<file path="config.mk">
export PLATFORM = sky130hd
export DESIGN_NAME = context_prefix_table_lpm_top
export DESIGN_NICKNAME = d
export VERILOG_FILES = /design/src/rtl/ctpl_pkg.sv /design/src/rtl/context_prefix_table_lpm_top.sv /design/src/rtl/ctpl_cell.sv /design/src/rtl/ctpl_head.sv
export VERILOG_INCLUDE_DIRS = /design/src /design/src/rtl
export SDC_FILE = /design/constraint.sdc
export NUM_CORES = 2
export LEC_CHECK = 0
export BUFFER_PORTS_ARGS = -buffer_cell sky130_fd_sc_hd__buf_4
export CORE_MARGIN = 5
export CORE_UTILIZATION = 40
export DETAILED_ROUTE_END_ITERATION = 7
export GPL_ROUTABILITY_DRIVEN = 0
export HOLD_SLACK_MARGIN = 0.05
export PLACE_DENSITY_LB_ADDON = 0.1
export SLEW_MARGIN = 15
export SYNTH_ARGS = -nofsm -noshare
export SYNTH_HDL_FRONTEND = slang
export SYNTH_SLANG_ARGS = --single-unit
</file>
<file path="constraint.sdc">
create_clock -name clk -period 6.2 [get_ports clk]
set_clock_uncertainty 0.05 [all_clocks]
set_input_delay 0.93 -clock clk [delete_from_list [all_inputs] [get_ports clk]]
set_output_delay 0.93 -clock clk [all_outputs]
set_load 0.1 [all_outputs]
</file>
<file path="src/rtl/assert_macros.svh">
// Assertion macros used by the context table RTL
`ifndef ASSERT_MACROS_SVH
`define ASSERT_MACROS_SVH

// Clocked assertion, disabled while reset is asserted
`define ASSERT_CLK(label, prop, msg) \
	label: assert property (@(posedge clk) disable iff (!arst_n) (prop)) else $error(msg);

// Clocked assertion that also holds during reset
`define ASSERT_ALWAYS(label, prop, msg) \
	label: assert property (@(posedge clk) (prop)) else $error(msg);

`endif

</file>
<file path="src/rtl/ctpl_pkg.sv">
// Shared types, constants and functions of the context prefix table
package ctpl_pkg;

	localparam int unsigned ENTRIES_DEF = 16;
	localparam int unsigned FULL_LEN    = 128;
	localparam int unsigned ID_W        = 4;
	localparam int unsigned LEN_W       = 8;
	localparam int unsigned EXP_W       = 33;
	localparam int unsigned NOW_W       = 32;
	localparam int unsigned LIFE_W      = 16;
	localparam int unsigned CNT_W       = 5;

	typedef enum logic [2:0] {
		FN_UPDATE  = 3'd0,
		FN_LOOKUP  = 3'd1,
		FN_BY_ID   = 3'd2,
		FN_COUNT   = 3'd3,
		FN_REMOVE  = 3'd4,
		FN_PURGE   = 3'd5,
		FN_RSVD6   = 3'd6,
		FN_RSVD7   = 3'd7
	} func_t;

	typedef struct packed {
		logic [63:0]      ph;
		logic [63:0]      pl;
		logic [LEN_W-1:0] len;
		logic [EXP_W-1:0] expiry;
	} entry_t;

	typedef struct packed {
		func_t             func;
		logic [ID_W-1:0]   id;
		logic [127:0]      addr;
		logic [LEN_W-1:0]  len;
		logic [LIFE_W-1:0] life;
		logic [NOW_W-1:0]  now;
	} op_t;

	typedef struct packed {
		logic              found;
		logic [ID_W-1:0]   id;
		logic [63:0]       ph;
		logic [63:0]       pl;
		logic [LEN_W-1:0]  len;
		logic [LIFE_W-1:0] rem;
		logic [CNT_W-1:0]  cnt;
	} result_t;

	// top len bits set, len at most 128
	function automatic logic [127:0] mask128(input logic [LEN_W-1:0] len);
		mask128 = ~({128{1'b1}} >> len);
	endfunction

endpackage

</file>
<file path="src/rtl/context_prefix_table_lpm_top.sv">
// Top level of the context prefix table with longest-prefix match
//
// One operation enters on the s_axis channel; tuser carries the operation
// code, tdata the identifier, address, length, lifetime and current minute.
// Every operation gives exactly one result transfer on m_axis.
// The entries sit in a ring of cells that, while an operation is busy, rotates
// one place per cycle past a single head unit, which matches, rewrites and
// scores each entry in turn. An operation walks the whole ring and then hands
// its score to the output register; only then is a new operation accepted.
// The next operation is accepted while a result still waits on m_axis.
// A stalled receiver holds the result; a finished walk then waits and the
// input stays closed until the output register frees.
// Reset clears every entry at once; no sweep is needed.
`include "assert_macros.svh"

module context_prefix_table_lpm_top #(
	parameter int unsigned ENTRIES = ctpl_pkg::ENTRIES_DEF
) (
	input  logic         clk,
	input  logic         arst_n,
	input  logic         s_axis_tvalid,
	output logic         s_axis_tready,
	// entry_id[3:0], address_high[67:4], address_low[131:68],
	// prefix_length_in[139:132], lifetime_in[155:140], now_minutes[187:156], zero
	input  logic [191:0] s_axis_tdata,
	// func[2:0]
	input  logic [2:0]   s_axis_tuser,
	output logic         m_axis_tvalid,
	input  logic         m_axis_tready,
	// found[0], result_id[4:1], prefix_high[68:5], prefix_low[132:69],
	// prefix_length_out[140:133], remaining_minutes[156:141], live_count[161:157], zero
	output logic [167:0] m_axis_tdata
);

	localparam int unsigned IW = (ENTRIES > 1) ? $clog2(ENTRIES) : 1;
	localparam logic [IW-1:0] LAST = IW'(ENTRIES - 1);

	logic              busy_q, fin_q, out_valid_q;
	logic [IW-1:0]     step_q;
	ctpl_pkg::op_t     op_q;
	ctpl_pkg::result_t out_q, res;
	ctpl_pkg::entry_t  cur [ENTRIES];
	ctpl_pkg::entry_t  head_new;
	logic              accept;

	assign s_axis_tready = !busy_q && !fin_q;
	assign accept        = s_axis_tvalid && s_axis_tready;

	genvar g;
	generate
		for (g = 0; g < ENTRIES; g++) begin : g_cell
			if (g == ENTRIES - 1) begin : g_tail
				ctpl_cell u_cell (
					.clk(clk), .arst_n(arst_n), .shift(busy_q),
					.nxt(head_new), .cur(cur[g])
				);
			end else begin : g_mid
				ctpl_cell u_cell (
					.clk(clk), .arst_n(arst_n), .shift(busy_q),
					.nxt(cur[g+1]), .cur(cur[g])
				);
			end
		end
	endgenerate

	ctpl_head #(.IW(IW)) u_head (
		.clk(clk), .arst_n(arst_n), .start(accept), .en(busy_q),
		.step(step_q), .op(op_q), .ent(cur[0]), .ent_new(head_new), .res(res)
	);

	always_ff @(posedge clk or negedge arst_n) begin
		if (!arst_n) begin
			busy_q      <= 1'b0;
			fin_q       <= 1'b0;
			out_valid_q <= 1'b0;
			step_q      <= '0;
		end else begin
			if (accept) begin
				busy_q <= 1'b1;
				step_q <= '0;
			end else if (busy_q) begin
				step_q <= step_q + 1'b1;
				if (step_q == LAST) begin
					busy_q <= 1'b0;
					fin_q  <= 1'b1;
				end
			end
			if (fin_q && (!out_valid_q || m_axis_tready)) begin
				fin_q       <= 1'b0;
				out_valid_q <= 1'b1;
			end else if (m_axis_tready) begin
				out_valid_q <= 1'b0;
			end
		end
	end

	always_ff @(posedge clk) begin
		if (accept) begin
			op_q.func <= ctpl_pkg::func_t'(s_axis_tuser);
			op_q.id   <= s_axis_tdata[3:0];
			op_q.addr <= {s_axis_tdata[67:4], s_axis_tdata[131:68]};
			op_q.len  <= s_axis_tdata[139:132];
			op_q.life <= s_axis_tdata[155:140];
			op_q.now  <= s_axis_tdata[187:156];
		end
		if (fin_q && (!out_valid_q || m_axis_tready)) out_q <= res;
	end

	assign m_axis_tvalid = out_valid_q;
	assign m_axis_tdata  = {6'b0, out_q.cnt, out_q.rem, out_q.len, out_q.pl, out_q.ph,
		out_q.id, out_q.found};

	`ASSERT_ALWAYS(a_busy_fin_excl, !(busy_q === 1'b1 && fin_q === 1'b1),
		"walk and finish overlap")
	`ASSERT_CLK(a_fin_after_walk, $rose(fin_q) |-> $past(busy_q && step_q == LAST),
		"finish without a full walk")
	`ASSERT_CLK(a_step_range, busy_q |-> step_q <= LAST, "step beyond last entry")
	`ASSERT_CLK(a_no_lost_result, (fin_q && out_valid_q && !m_axis_tready) |=> fin_q,
		"pending result dropped")

endmodule

</file>
<file path="src/rtl/ctpl_cell.sv">
// One context cell of the rotating entry chain
module ctpl_cell (
	input  logic                  clk,
	input  logic                  arst_n,
	input  logic                  shift,
	input  ctpl_pkg::entry_t      nxt,
	output ctpl_pkg::entry_t      cur
);

	ctpl_pkg::entry_t ent_q;

	always_ff @(posedge clk or negedge arst_n) begin
		if (!arst_n) begin
			ent_q <= '0;
		end else if (shift) begin
			ent_q <= nxt;
		end
	end

	assign cur = ent_q;

endmodule

</file>
<file path="src/rtl/ctpl_head.sv">
// Head of the chain: examines, rewrites and scores the entry passing by
module ctpl_head #(
	parameter int unsigned IW = 4
) (
	input  logic                 clk,
	input  logic                 arst_n,
	input  logic                 start,
	input  logic                 en,
	input  logic [IW-1:0]        step,
	input  ctpl_pkg::op_t        op,
	input  ctpl_pkg::entry_t     ent,
	output ctpl_pkg::entry_t     ent_new,
	output ctpl_pkg::result_t    res
);

	ctpl_pkg::result_t res_q;
	logic              have_q;

	logic                               live, hit_id, match, upd_ok;
	logic [ctpl_pkg::LEN_W-1:0]         clamp_len;
	logic [127:0]                       emask, umask;
	ctpl_pkg::entry_t                   upd_ent, cap_ent;
	logic                               capture, clear;
	logic [ctpl_pkg::EXP_W-1:0]         now_x, diff;
	logic [ctpl_pkg::LIFE_W-1:0]        rem;

	always_comb begin
		now_x     = {1'b0, op.now};
		live      = (ent.len != '0) && (now_x < ent.expiry);
		hit_id    = (op.id == ctpl_pkg::ID_W'(step));
		emask     = ctpl_pkg::mask128(ent.len);
		match     = (ent.len != '0) && ((({ent.ph, ent.pl} ^ op.addr) & emask) == '0);
		upd_ok    = (op.len != '0) && (op.life != '0);
		clamp_len = (op.len > ctpl_pkg::LEN_W'(ctpl_pkg::FULL_LEN)) ?
			ctpl_pkg::LEN_W'(ctpl_pkg::FULL_LEN) : op.len;
		umask     = ctpl_pkg::mask128(clamp_len);
		upd_ent.ph     = op.addr[127:64] & umask[127:64];
		upd_ent.pl     = op.addr[63:0] & umask[63:0];
		upd_ent.len    = clamp_len;
		upd_ent.expiry = now_x + ctpl_pkg::EXP_W'(op.life);

		capture = 1'b0;
		clear   = 1'b0;
		cap_ent = ent;
		ent_new = ent;
		case (op.func)
			ctpl_pkg::FN_UPDATE: begin
				if (hit_id && upd_ok) begin
					ent_new = upd_ent;
					cap_ent = upd_ent;
					capture = 1'b1;
				end
			end
			ctpl_pkg::FN_LOOKUP: begin
				if (match) begin
					if (live) capture = !have_q || (res_q.len < ent.len);
					else clear = 1'b1;
				end
			end
			ctpl_pkg::FN_BY_ID: begin
				if (hit_id) begin
					if (live) capture = 1'b1;
					else clear = 1'b1;
				end
			end
			ctpl_pkg::FN_COUNT, ctpl_pkg::FN_PURGE: begin
				clear = !live;
			end
			ctpl_pkg::FN_REMOVE: begin
				clear = hit_id;
			end
			default: begin
			end
		endcase
		if (clear) ent_new = '0;

		diff = cap_ent.expiry - now_x;
		if (cap_ent.expiry <= now_x) rem = '0;
		else if (diff > ctpl_pkg::EXP_W'(16'hFFFF)) rem = '1;
		else rem = diff[ctpl_pkg::LIFE_W-1:0];
	end

	always_ff @(posedge clk or negedge arst_n) begin
		if (!arst_n) begin
			res_q  <= '0;
			have_q <= 1'b0;
		end else if (start) begin
			res_q  <= '0;
			have_q <= 1'b0;
		end else if (en) begin
			if (capture) begin
				have_q       <= 1'b1;
				res_q.found  <= 1'b1;
				res_q.id     <= ctpl_pkg::ID_W'(step);
				res_q.ph     <= cap_ent.ph;
				res_q.pl     <= cap_ent.pl;
				res_q.len    <= cap_ent.len;
				res_q.rem    <= rem;
			end
			if (op.func == ctpl_pkg::FN_COUNT && live) begin
				res_q.cnt   <= res_q.cnt + 1'b1;
				res_q.found <= 1'b1;
			end
		end
	end

	assign res = res_q;

endmodule

</file>
**Word-level counts from Yosys, hierarchy flattened**

Cells that the tools add are included.

- Order comparisons: 5
- Shift operators: 2
- Bitwise logic cells: 6
- Reduce and logical (&&, ||, !) cells: 32
- Eq/ne operators: 8
- Add/sub/neg operators: 4
- Muxes and demuxes: 35

Operators by type and width:

| cell | number |
|---|---|
| 169-bit two-way mux | 3 |
| 162-bit two-way mux | 2 |
| 128-bit NOT | 2 |
| 128-bit by 8-bit right shift with 128-bit output, first input constant | 2 |
| 157-bit two-way mux | 1 |
| 128-bit bitwise AND | 1 |
| 64-bit bitwise AND | 2 |
| 128-bit logical NOT | 1 |
| 128-bit XOR | 1 |
| 32-bit by 16-bit adder with 33-bit output | 1 |
| 33-bit by 16-bit greater-than comparator with 1-bit output, second input constant | 1 |
| 33-bit by 32-bit less-or-equal comparator with 1-bit output | 1 |
| 32-bit by 33-bit less-than comparator with 1-bit output | 1 |
| 33-bit by 32-bit subtractor with 33-bit output | 1 |
| 16-bit two-way mux | 2 |
| 1-bit two-way mux | 21 |
| 16-bit nonzero test | 1 |
| 8-bit nonzero test | 2 |
| 2-bit nonzero test | 6 |
| 8-bit greater-than comparator, second input constant | 1 |
| 1-bit logical AND | 8 |
| 8-bit less-than comparator | 1 |
| 4-bit two-way mux | 2 |
| 8-bit two-way mux | 1 |
| other kinds (18) | 27 |

- Input bits: 199
- Word-level logic and storage cells: 181
- Output and inout port bits: 170
- Bits in registers: 3227

**Logic depth before layout (Yosys ltp)**

- Depth in word-level cells: 15
- Gate-level depth with buffers: 28

**By module**

From an unflattened synthesis, not the netlist that was laid out.

- Cell total of the unflattened synthesis: 8551
- Area, all modules: 135703.9 um^2

By module, submodules not included:

| module | area an instance (um^2) | cells each | sequential area each (um^2) | instances |
|---|---|---|---|---|
| ctpl_cell | 6693.9 | 357 | 4229.1 | 16 |
| ctpl_head | 17610.6 | 2450 | 4078.9 | 1 |
| context_prefix_table_lpm_top | 10990.5 | 389 | 10775.3 | 1 |

**Worst setup path before layout**

OpenSTA, ideal clock, no wires.

- Path type: register to register
- From: reg fin_q
- To: reg u_head.res_q, in the netlist u_head.res[10]
- Data arrival time: 7.062 ns
- Path slack: -1.030 ns
- Period minus slack after synthesis: 7.230 ns
- Required time: 6.032 ns
- Stages on the path, launching flop included: 7
- Buffers on the path: 1
- Path through: dfrtp_1 > nor2_1 > nand2_1 > inv_1 > nor2_1 > buf_2 > a21o_1

- Word-level cells in the longest chain between the ends: 5
- Elaborated cells between the ends (all ways): 7
- Those cells by class: mux: 1; reduce/logical: 6

Ends and longest elaborated chain:

| item | RTL line | source |
|---|---|---|
| from (decl) | context_prefix_table_lpm_top.sv:38 | `logic busy_q, fin_q, out_valid_q;` |
| from (signal assigned) | context_prefix_table_lpm_top.sv:74 | `fin_q <= 1'b0;` |
| from (signal assigned) | context_prefix_table_lpm_top.sv:85 | `fin_q <= 1'b1;` |
| from (signal assigned) | context_prefix_table_lpm_top.sv:89 | `fin_q <= 1'b0;` |
| 1-bit logical NOT (*) | context_prefix_table_lpm_top.sv:46 | `assign s_axis_tready = !busy_q && !fin_q;` |
| 1-bit logical AND (*) | context_prefix_table_lpm_top.sv:46 |  |
| via s_axis_tready | context_prefix_table_lpm_top.sv:22 | `output logic s_axis_tready,` |
| 1-bit logical AND (*) | context_prefix_table_lpm_top.sv:47 | `assign accept = s_axis_tvalid && s_axis_tready;` |
| via accept | context_prefix_table_lpm_top.sv:44 | `logic accept;` |
| 2-bit nonzero test (no source line) | n/a |  |
| 2-bit AND reduction (no source line) | n/a |  |
| to (decl) | ctpl_head.sv:16 | `ctpl_pkg::result_t res_q;` |

Mark *: on every way through the listed nets, which the timed path passes. The rest lies on a longest branch.
A chain may end at the register's enable or synchronous reset.

**Final worst setup path**

- From: reg op_q[2] in the netlist's numbering
- To: reg u_head.res_q, in the netlist u_head.res[15]

- Word-level cells in the longest chain between the ends: 10
- Elaborated cells between the ends (all ways): 20
- Those cells by class: add/sub: 2; order compare: 3; mux: 12; reduce/logical: 3

Ends and longest elaborated chain:

| item | RTL line | source |
|---|---|---|
| from (decl) | context_prefix_table_lpm_top.sv:40 | `ctpl_pkg::op_t op_q;` |
| 32-bit by 16-bit adder with 33-bit output | ctpl_head.sv:40 | `upd_ent.expiry = now_x + ctpl_pkg::EXP_W'(op.life);` |
| 169-bit two-way mux | ctpl_head.sv:48 | `if (hit_id && upd_ok) begin` |
| 169-bit two-way mux | ctpl_head.sv:46 | `case (op.func)` |
| 33-bit by 32-bit subtractor with 33-bit output | ctpl_head.sv:77 | `diff = cap_ent.expiry - now_x;` |
| 33-bit by 16-bit greater-than comparator with 1-bit output | ctpl_head.sv:79 | `else if (diff > ctpl_pkg::EXP_W'(16'hFFFF)) rem = '1;` |
| 16-bit two-way mux | ctpl_head.sv:79 |  |
| 16-bit two-way mux | ctpl_head.sv:78 | `if (cap_ent.expiry <= now_x) rem = '0;` |
| 157-bit two-way mux | ctpl_head.sv:91 | `if (capture) begin` |
| 162-bit two-way mux | ctpl_head.sv:90 | `end else if (en) begin` |
| 162-bit two-way mux | ctpl_head.sv:87 | `end else if (start) begin` |

Several ways; a longest one is shown, not always the timed one. The select of a mux whose other input is x is not followed.

==> impl_metrics.yaml <==
clocking:
  htreeDepth: 5
  numCtsBuffers: 354
  cts_buffer_depth: 4
  clk_pin_slew_worst_paths_ns: 0.06
  cts.sinks: 3227
  clk_latency_ns: 0.95
  cts_root_buf: "clkbuf_16"
  cts_tree: "built"
global_route:
  grt_pass1_vias: 74440
  met3_usage_pct: 2.709
  grt-busiest-layer: "met2"
  met2_usage_pct: 28.05
  grt_util_all_layers_pct: 18.18
  grt_use_met1_pct: 25.74
  grt_pass1_wl_um: 466000
  antenna_found_initial: 21
  grt_max_degree: 195
  overflow: 0
route:
  num_vias: 70980
  drtPass1Iterations: 6
  totalWireLength_um: 303300
  ant_nets: 0
  drc: 0
  first_iter_violations: 5057
  routed_via_density: 5.160
  routedWlPerCell_um: 22.05
logic_synthesis:
  synth-adder-area-share_pct: 0.8967
  yosys_warnings: 0
  ys_seq_elements: 3227
  synth.most_common_cell: "dfrtp_1"
  avgSynthCellArea_um2: 14.48
  synth_flop_cell: "dfrtp_1"
  ys_types: 94
  synth-edff-count: 353
  synth_top_family_by_area: "multiplexers"
  synth_compound_area_share_pct: 5.028
  netlist.area_leader.share_pct: 56.52
  yosysSeqAreaShare_pct: 64.85
  synthMuxAreaShare_pct: 22.01
  netlist_instances: 8789
  synth.cells.most_frequent: "dfrtp_1 (2874), mux2_2 (2482), nand2_1 (800), o21ai_0 (436), clkbuf_1 (434)"
  synthesis.area_um2: 127200
  yosys.area.top_type: "dfrtp_1"
  async_reset_ff_share_pct: 89.06
  synth_simple_gate_area_share_pct: 3.971
  synth_area_leaders: "dfrtp_1 (57%), mux2_2 (22%), edfxtp_1 (8.3%)"
  synth_xor_area_share_pct: 1.308
setup_path:
  worstSetupStartpointType: "flip-flop"
  cp_max_fo: 8
  worstSetupEndpointType: "flip-flop"
  r2r-start: "op_q[2]$_DFFE_PP_"
  cp_slowest_stage_delay_ns: 0.45
  reg2reg_to: "u_head.res[15]$_DFFE_PN0P_"
  r2r_slack_ns: 0.36
  crit_family: "compound AO/OA/AOI/OAI gates"
  worst-path-buf-inv: 5
  required_ns: 6.94
  worst_path_most_repeated_cell: "buf_4"
  cpMaxStageDelayCell: "or4_1"
  reg2regPathDepth: 26
  crit_start: "op_q[2]$_DFFE_PP_"
  crit_type: "flip-flop to flip-flop"
  arrival_ns: 6.58
final_layout:
  stdcell_count: 13760
  post-route-util_pct: 46.57
  nFillCells: 28090
  area_growth_pct: 16.21
  nets: 9566
  drive_gt1_share_pct: 38.85
pwr:
  p_leak_nw: 71.96
  sw_frac_of_total_pct: 29.06
  seq_power_share_pct: 43.2
  power_density_nw_per_um2: 387.1
  power_frac_comb_pct: 20.0
  power_frac_clock_pct: 36.7
  p_int_mw: 40.61
  irDropWorstVdd_uv: 335.7
  p_sw_mw: 16.63
worst_hold_path:
  min-delay-start: "s_axis_tdata[78]"
  hold_depth: 1
  hold_end: "op_q[66]$_DFFE_PP_"
  hp-class: "input port to flip-flop"
sta:
  final-setup-viol-count: 0
  fmax_mhz: 171.2
  tightestPinTransition_ns: 1.308
  finalHoldViolations: 0
  slew_violations: 0
  post-route-period-util_pct: 94.22
  relSlewSlack_pct: 11.85
  min_period_ns: 5.842
placement:
  dp_cells: 13090
  port_buffers: 358
  dpl.hpwl_um: 201700
floorplan:
  fp.dieH_um: 574.0
  core_area_um2: 317500
  start_util_pct: 40.07
  die_width_um: 574.0
  die-area_um2: 329500
  placementRows: 207
  design.portCount: 369
run:
  drv_cap: 0
run_status:
  status: "complete, no violations"
## per-stage QoR
step / total power, mW / setup slack, ns / setup TNS [ns] / area [um2] / hold slack, ns
final: 57.24 / 0.3581 / 0 / 147900 / 0.1442
after global routing: 59.88 / -0.02951 / -0.2194 / 147900 / 0.08502
after CTS: 58.09 / 0.004076 / 0 / 147700 / 0.05034
after detailed placement: 36.67 / -0.1206 / -1.711 / 135800 / 0.3787
after global placement: 36.48 / -0.09591 / -1.257 / 135800 / 0.3834
after floorplan: 33.00 / 0.2588 / 0 / 127300 / 0.3742
## flip-flops by register name (all words and copies together), names as in the netlist
| register | flops |
|---|---|
| g_cell.g_mid.u_cell.cur | 2535 |
| op_q | 191 |
| g_cell.g_tail.u_cell.cur | 169 |
| m_axis_tdata | 162 |
| u_head.res | 162 |
| step_q | 4 |
| busy_q | 1 |
| fin_q | 1 |
| m_axis_tvalid | 1 |
| u_head.have_q | 1 |
## cells by family (layout without fill, tap and decap cells)
kind of cell    after synthesis  after routing
simple gates               1180           1180
flops                      3227           3227
compound gates              992            992
other cells                   1             15
buf+inv                     621           1395
mux                        2488           2488
fa+ha+maj                    90             90
xor+xnor                    190            190
## worst max-delay path by stage
stage	end	slack, ns	cells past startpoint
final	u_head.res[15]$_DFFE_PN0P_	0.36	26
after global routing	u_head.res[5]$_DFFE_PN0P_	-0.03	28
after CTS	u_head.res[10]$_DFFE_PN0P_	0.004	24
after detailed placement	u_head.res[9]$_DFFE_PN0P_	-0.12	26
after global placement	u_head.res[6]$_DFFE_PN0P_	-0.1	26
after floorplan	u_head.res[10]$_DFFE_PN0P_	0.26	23
## per-layer routing
metal	routed length, um	up-vias	part of all wire (%)
met5	13	-	0.0043
met4	14330	2	4.7
met3	13860	580	4.6
met2	136000	1559	45
met1	139100	36650	46
li1	-	32190	-
## power groups by stage
stage	clock [mW]	combinational, mW	sequential (mW)
floorplan	0	7.80	25.2
finish	21.0	11.5	24.7
global placement	0	11.4	25.1
global route	22.6	12.3	25.0
detailed placement	0	11.5	25.1
CTS	21.7	11.6	24.8
## placed cells by master, fill, tap and decap left out, drive strengths merged, types with 86 or more instances in the layout
cell and instances:
nand2 800, inv 124, a21oi 127, dfrtp 2874, buf 622, o2bb2ai 152, ha 88, nor2 127
clkinv 86, xnor2 90, clkbuf 521, o21ai 460, mux2 2482, edfxtp 353, xor2 100
## final cells by class
class                      count  area [um2]  area share [%]
tap                         4180        5230           3.537
sequential                  3227       82520           55.81
multi-input combinational   4946       42420           28.69
inverter                     115       442.9          0.2995
clock buffer                 520       10290           6.957
antenna                        9       22.52         0.01523
timing repair buffer         633        5419           3.665
clock inverter               127        1523           1.030
## what timing repair did
item / CTS / global route
hold buffers: 10 / 0
pin swaps: 0 / 9
buffers inserted: 0 / 4
gates resized for setup: 2 / 22
endpoints found under the setup margin: 16 / 16
endpoints found under the hold margin: 74 / 0
cloned: 0 / 1
Note: power is estimated with default switching activity, not from simulation.
